### src/hw/rtl/bfa_pkg.sv
// bfa_pkg: shared types, codes and constants of the best-fit allocator
// depends on nothing; imported by every allocator module
package bfa_pkg;

	// fixed field widths
	localparam int unsigned KIB_W      = 11;
	localparam int unsigned REQ_ID_W   = 10;
	localparam int unsigned REQ_SIZE_W = 21;
	localparam int unsigned STATUS_W   = 3;

	// managed size limits
	localparam int unsigned KIB_MAX   = 1024;
	localparam int unsigned KIB_SHIFT = 10;

	typedef enum logic {
		CMD_ALLOC = 1'b0,
		CMD_FREE  = 1'b1
	} cmd_t;

	typedef enum logic [STATUS_W-1:0] {
		ST_GRANTED  = 3'd0,
		ST_NOFIT    = 3'd1,
		ST_FREED    = 3'd2,
		ST_NOTALLOC = 3'd3,
		ST_FULL     = 3'd4
	} status_t;

	typedef enum logic [1:0] {
		G_NONE  = 2'd0,
		G_ALLOC = 2'd1,
		G_DONE  = 2'd2
	} grant_st_t;

	typedef enum logic [2:0] {
		S_CLEAR,
		S_IDLE,
		S_LOOKUP,
		S_GCHK,
		S_SCAN,
		S_DECIDE,
		S_RESULT
	} fsm_t;

	// valid-bit operation on the segment table
	typedef struct packed {
		logic init;
		logic set;
		logic clr;
	} seg_vld_op_t;

	// managed size in bytes: clamp kib to 1..1024, cap at 2^abits
	function automatic logic [32:0] mem_bytes(logic [KIB_W-1:0] kib, int unsigned abits);
		logic [32:0] k;
		logic [32:0] b;
		logic [32:0] lim;
		k = {22'd0, kib};
		if (k == 33'd0) k = 33'd1;
		if (k > 33'(KIB_MAX)) k = 33'(KIB_MAX);
		b = k << KIB_SHIFT;
		lim = 33'd1 << abits;
		if (b > lim) b = lim;
		return b;
	endfunction

endpackage

### src/hw/rtl/bfa_seg_store.sv
// bfa_seg_store: free segment table memory (base, size) with valid flops
// depends on bfa_pkg
module bfa_seg_store import bfa_pkg::*; #(
	parameter int unsigned MAX_SEGMENTS = 64,
	parameter int unsigned ADDR_BITS    = 20,
	parameter int unsigned SIW          = $clog2(MAX_SEGMENTS),
	parameter int unsigned SW           = ADDR_BITS + 1
) (
	input  logic                 clk,
	input  logic                 arst_n,
	input  logic                 rd_en,
	input  logic [SIW-1:0]       rd_addr,
	output logic [ADDR_BITS-1:0] rd_base,
	output logic [SW-1:0]        rd_size,
	output logic                 rd_valid,
	input  logic                 wr_en,
	input  logic [SIW-1:0]       wr_addr,
	input  logic [ADDR_BITS-1:0] wr_base,
	input  logic [SW-1:0]        wr_size,
	input  seg_vld_op_t          vld_op,
	input  logic [SIW-1:0]       vld_addr
);

	logic [ADDR_BITS-1:0] base_mem [MAX_SEGMENTS];
	logic [SW-1:0]        size_mem [MAX_SEGMENTS];
	logic [MAX_SEGMENTS-1:0] valid_q;

	// memory write and registered read
	always_ff @(posedge clk) begin
		if (wr_en) begin
			base_mem[wr_addr] <= wr_base;
			size_mem[wr_addr] <= wr_size;
		end
		if (rd_en) begin
			rd_base <= base_mem[rd_addr];
			rd_size <= size_mem[rd_addr];
		end
	end

	// valid bits, only entry 0 valid after reset or rebuild
	always_ff @(posedge clk or negedge arst_n) begin
		if (!arst_n) begin
			valid_q  <= MAX_SEGMENTS'(1);
			rd_valid <= 1'b0;
		end else begin
			if (vld_op.init) begin
				valid_q <= MAX_SEGMENTS'(1);
			end else if (vld_op.set) begin
				valid_q[vld_addr] <= 1'b1;
			end else if (vld_op.clr) begin
				valid_q[vld_addr] <= 1'b0;
			end
			if (rd_en) begin
				rd_valid <= valid_q[rd_addr];
			end
		end
	end

endmodule

### config.mk
export PLATFORM = sky130hd
export DESIGN_NAME = bfa_seg_store
export DESIGN_NICKNAME = d
export VERILOG_FILES = /design/src/hw/rtl/bfa_pkg.sv /design/src/hw/rtl/bfa_seg_store.sv
export SDC_FILE = /design/constraint.sdc
export NUM_CORES = 2
export LEC_CHECK = 0
export BUFFER_PORTS_ARGS = -buffer_cell sky130_fd_sc_hd__buf_2
export CAP_MARGIN = 25
export CORE_ASPECT_RATIO = 0.5
export CORE_MARGIN = 2
export CORE_UTILIZATION = 40
export CTS_CLUSTER_SIZE = 20
export DETAILED_ROUTE_END_ITERATION = 12
export MAX_ROUTING_LAYER = met4
export PLACE_DENSITY = 0.6
export SLEW_MARGIN = 20
export SYNTH_ARGS = -nofsm -noshare
export SYNTH_HDL_FRONTEND = slang
export SYNTH_SLANG_ARGS = --single-unit
### constraint.sdc
create_clock -name clk -period 2.73 [get_ports clk]
set_input_delay 0.273 -clock clk [delete_from_list [all_inputs] [get_ports clk]]
set_output_delay 0.273 -clock clk [all_outputs]
set_load 0.05 [all_outputs]
Word-level counts from Yosys, hierarchy flattened. Memory sizes are Yosys's and may differ from the RTL's. A register that Yosys moved wholly into a read port is not among the register bits. Index checks and enable logic that the tools add are counted.

ROM bits: 0. Logic and storage cells: 21. Input port bits: 66. RAM bits: 2624. Output and inout bits: 42. Memories: 2. Bits in latches: 0. Register bits after elaboration: 65.

Multipliers: 0. Reduce and logical (&&, ||, !) cells: 2. Shifts and indexed selects: 0. Add/subtract/negate cells: 0. Bitwise gates (word level): 3. $lt $le $gt $ge: 3. Div/mod/pow operators: 0. Mux-type cells: 9. Equal/unequal tests: 0.

Memories: size_mem (depth 64, width 21, rd ports 1, clocked after memory_dff 1, wr ports 1, line bfa_seg_store.sv:25) `logic [SW-1:0] size_mem [MAX_SEGMENTS];`; base_mem (depth 64, width 20, rd ports 1, clocked after memory_dff 1, wr ports 1, line bfa_seg_store.sv:24) `logic [ADDR_BITS-1:0] base_mem [MAX_SEGMENTS];`.

Operators with widths (number): $mux W64 (3); $and A64 B64 Y64 (1); $not A64 Y64 (1); $or A64 B64 Y64 (1); $lt A6 B7 Y1 const B (2); $bmux W1 S6 (1); $demux W1 S6 (1); $ge A6 B1 Y1 const B (1); $mux W1 (4); $reduce_bool A3 Y1 (1); $logic_and A1 B1 Y1 (1).

Depth between registers and ports, before layout.
Depth after elaboration: 9. Depth in mapped cells: 10. Gate-level depth less buffers: 5.

Worst setup path after synthesis. No wires, ideal clock.

Kind: input to register. Start: input port wr_addr[5]. End: memory base_mem[32][0] (enable). Buffers on the path: 2. Path slack: -0.536 ns. Arrival time: 2.826 ns. Library setup time: 0.439 ns. Stages on the path: 4. Required time: 2.291 ns. Cell sequence: clkbuf_1 or3b_2 clkbuf_1 nor2_1.

RTL lines: start: declaration (line bfa_seg_store.sv:17) `input logic [SIW-1:0] wr_addr,`; end: declaration (line bfa_seg_store.sv:24).

Straight into the memory's write port.

Worst setup path after layout.
Start: input port vld_op[1] in the netlist's numbering. End: register valid_q[9].

Cells in the longest elaborated chain, start to end: 2. Elaborated cells on any way between the ends: 3. Classes of those cells: mux: 2; reduce/logical: 1.

RTL lines: start: declaration (line bfa_seg_store.sv:20) `input seg_vld_op_t vld_op,`; $mux W64 (line bfa_seg_store.sv:48) `end else if (vld_op.set) begin`; $mux W64 (line bfa_seg_store.sv:46) `if (vld_op.init) begin`; end signal: assignment (line bfa_seg_store.sv:47) `valid_q <= MAX_SEGMENTS'(1);`; end signal: indexed assignment (line bfa_seg_store.sv:49) `valid_q[vld_addr] <= 1'b1;`; end signal: indexed assignment (line bfa_seg_store.sv:51) `valid_q[vld_addr] <= 1'b0;`; end: declaration (line bfa_seg_store.sv:26) `logic [MAX_SEGMENTS-1:0] valid_q;`.

Parallel ways exist; a longest one is shown, timed or not. A chain may end at the register's enable or synchronous reset.

==> impl_metrics.tcl <==
set metrics [dict create \
    io_pins 108 \
    synth_top_cell_by_area "edfxtp_1" \
    ctsLongestPathBuffers 4 \
    synth_edf_count 2665 \
    ys_seq_area_share_pct 78.4 \
    grt_antenna_before_repair 32 \
    dpl_cell_area_um2 113000 \
    yosys_warnings 0 \
    drt-initial-drc-count 8232 \
    synth_top_cells_by_area "edfxtp_1, mux4_2, dfrtp_1" \
    irDropWorstVdd_v 0.000522 \
    first_global_vias 50900 \
    critPathLaunchType "input pin" \
    cp_max_fo 7 \
    leakage_nw 37.9 \
    area_growth_pct 16.5 \
    gp_congestion 0.822 \
    path_clk_slew_ns 0.07 \
    drc 0 \
    clkSinkCount 2730 \
    die-area_um2 265000 \
    layout_worst_path_cycle_share_pct 86.4 \
    crit_slowest_cell "dlygate4sd3_1" \
    drive_gt1_share_pct 34.2 \
    io_buffers 107 \
    ant_nets 0 \
    power_density_nw_per_um2 692 \
    rows 132 \
    rsz0062_at_grt "false" \
    drv_slew 0 \
    die_x_um 726 \
    start_util_pct 40.2 \
    fmax_mhz 424 \
    final_area_um2 121000 \
    fin_nets 4918 \
    worst_pin_slew_ns 1.07 \
    htreeDepth 4 \
    synth_commonest_cells "edfxtp_1, mux4_2, nand2_1" \
    cp.arrival_ns 3.08 \
    synth_area_um2 104000 \
    synth.avg_cell_area_um2 24.1 \
    synth_ff_type "edfxtp_1" \
    fp.dieH_um 365 \
    crit_type "input pin to register" \
    setup_viol 0 \
    core_area_um2 259000 \
    relSlewSlack_pct 28.4 \
    finalNonFillerCells 8533 \
    worstSkewPairLatency_ns 0.88 \
    period_needed_ns 2.36 \
    grt_pass1_wl_mm 408 \
    vias_per_cell 6.06 \
    vias 51700 \
    grt_usage_pct 22.8 \
    hold_path_class "input pin to register" \
    synth_nets 4389 \
    finalClockSkew_ns 0.0695 \
    crit_path_end_kind "register" \
    dp.cells 8041 \
    firstDrtPassIters 5 \
    async_flop_share_pct 2.38 \
    crit_required_ns 3.45 \
    yosysTopAreaCellShare_pct 76.8 \
    grt_start_max_net_pins 65 \
    synth-seq-cells 2730 \
    cts_tree "yes" \
    cts_setup_buffers 0 \
    cpMostUsedCell "dlygate4sd3_1" \
    cpPeakStageDelay_ns 0.84 \
    maxCapViolations 0 \
    hold_viol 0 \
    synthCells 4323 \
    nFillCells 20900 \
    hpwl_mm 167 \
    yosysUniqueCellTypes 38 \
    cts_inserted_buffers 240 \
    synth.most_common_cell "edfxtp_1" \
    final_util_pct 46.9 \
    drt_wl_total_mm 297 \
    grt_remaining_overflow 0 \
    status "finished, final reports clean" \
    crit_chain "dlygate4sd3_1 > buf_2 > nand2_1 > dlygate4sd3_1 > nor3_1 > dlygate4sd3_1 > nand2_1 > a21oi_1" \
    wl_per_cell_um 34.8 \
    cts-root-buf "clkbuf_16" \
]
## cell usage in the layout, fill, tap and decap left out, types with 31 or more instances in the layout
cell,netlist,routed
a21oi_1,70,70
a22oi_1,68,68
buf_12,0,174
buf_2,98,101
buf_4,12,212
clkbuf_1,108,51
clkbuf_16,0,242
clkinv_1,0,49
clkinv_2,0,59
dfrtp_1,64,64
dlygate4sd3_1,0,31
edfxtp_1,2665,2665
mux4_2,822,822
nand2_1,121,121
nor2_4,0,65
o21ai_0,64,64
## worst max-delay path, delay by kind of cell
kind | cells | cell delay [ns]
compound gates | 1 | 0.18
simple gates | 3 | 0.56
buf+inv | 4 | 2.07
## per-stage QoR
step	hold WS [ns]	worst slack [ns]	TNS (ns)	power [mW]
after floorplan	-0.0226	-0.536	-645.98	49.8
after detailed placement	0.307	-0.224	-0.637	51.8
after CTS	0.00542	0.407	0	84.4
final	0.0512	0.372	0	83.9
after global routing	0.0613	0.306	0	86.3
after global placement	0.305	-0.234	-0.575	51.7
## registers in the layout, indices dropped and copies added (netlist names)
name	cells
size_mem	1344
base_mem	1280
valid_q	64
rd_size	21
rd_base	20
rd_valid	1
## final cells by class
type | instances | area (µm²) | area share [%]
Timing Repair Buffer | 524 | 6010 | 4.95
Sequential cell | 2730 | 81700 | 67.3
Inverter | 2 | 7.51 | 0.00619
Multi-Input combinational cell | 1354 | 21900 | 18.1
Clock buffer | 293 | 6250 | 5.15
Tap cell | 3484 | 4360 | 3.59
Clock inverter | 139 | 1160 | 0.957
Antenna cell | 7 | 17.5 | 0.0144
## worst paths after layout
| check | cells after the start | endpoint | from | slack [ns] |
|---|---|---|---|---|
| setup / recovery | 8 | valid_q[9] | vld_op[1] | 0.37 |
| hold / removal | 4 | valid_q[8] | vld_addr[2] | 0.05 |
| setup reg to reg | 6 | rd_base[11] | base_mem[18][11] | 0.42 |
| hold reg to reg | 2 | valid_q[0] | valid_q[0] | 0.50 |
| max in group asynchronous | 4 | valid_q[0] | arst_n | 1.87 |
| min in group asynchronous | 3 | valid_q[41] | arst_n | 0.08 |
## report_power, final
group | leakage, nW | internal (mW) | switching [mW]
combinational | 9.31 | 1.95 | 2.62
clock | 3.66 | 17.9 | 15.0
sequential | 24.9 | 46.3 | 0.132
total | 37.9 | 66.2 | 17.8
## what timing repair did
action                    4_1_cts  5_1_grt
hold buffers                    8       23
gates resized for setup         0        0
hold endpoints to repair      101      844
## metal layers
| metal | share of wire [%] | track usage, % | vias to the layer above |
|---|---|---|---|
| li1 | - | - | 19700 |
| met1 | 40 | 32.0 | 28400 |
| met2 | 47 | 34.8 | 3076 |
| met3 | 10 | 4.17 | 474 |
| met4 | 2.8 | 5.82 | 0 |
| met5 | 0 | - | - |
## logic make-up (layout without fill, tap and decap cells)
| family | Yosys count | in the layout | synth area share (%) |
|---|---|---|---|
| flip-flops | 2730 | 2730 | 78.4 |
| multiplexers | 851 | 851 | 18.1 |
| AND/OR/NAND/NOR | 271 | 271 | 1.14 |
| buffers and inverters | 239 | 958 | 1.05 |
| AO/OA/AOI/OAI | 232 | 232 | 1.35 |
| other | 0 | 7 | 0 |
(Power assumes the default switching activity.)
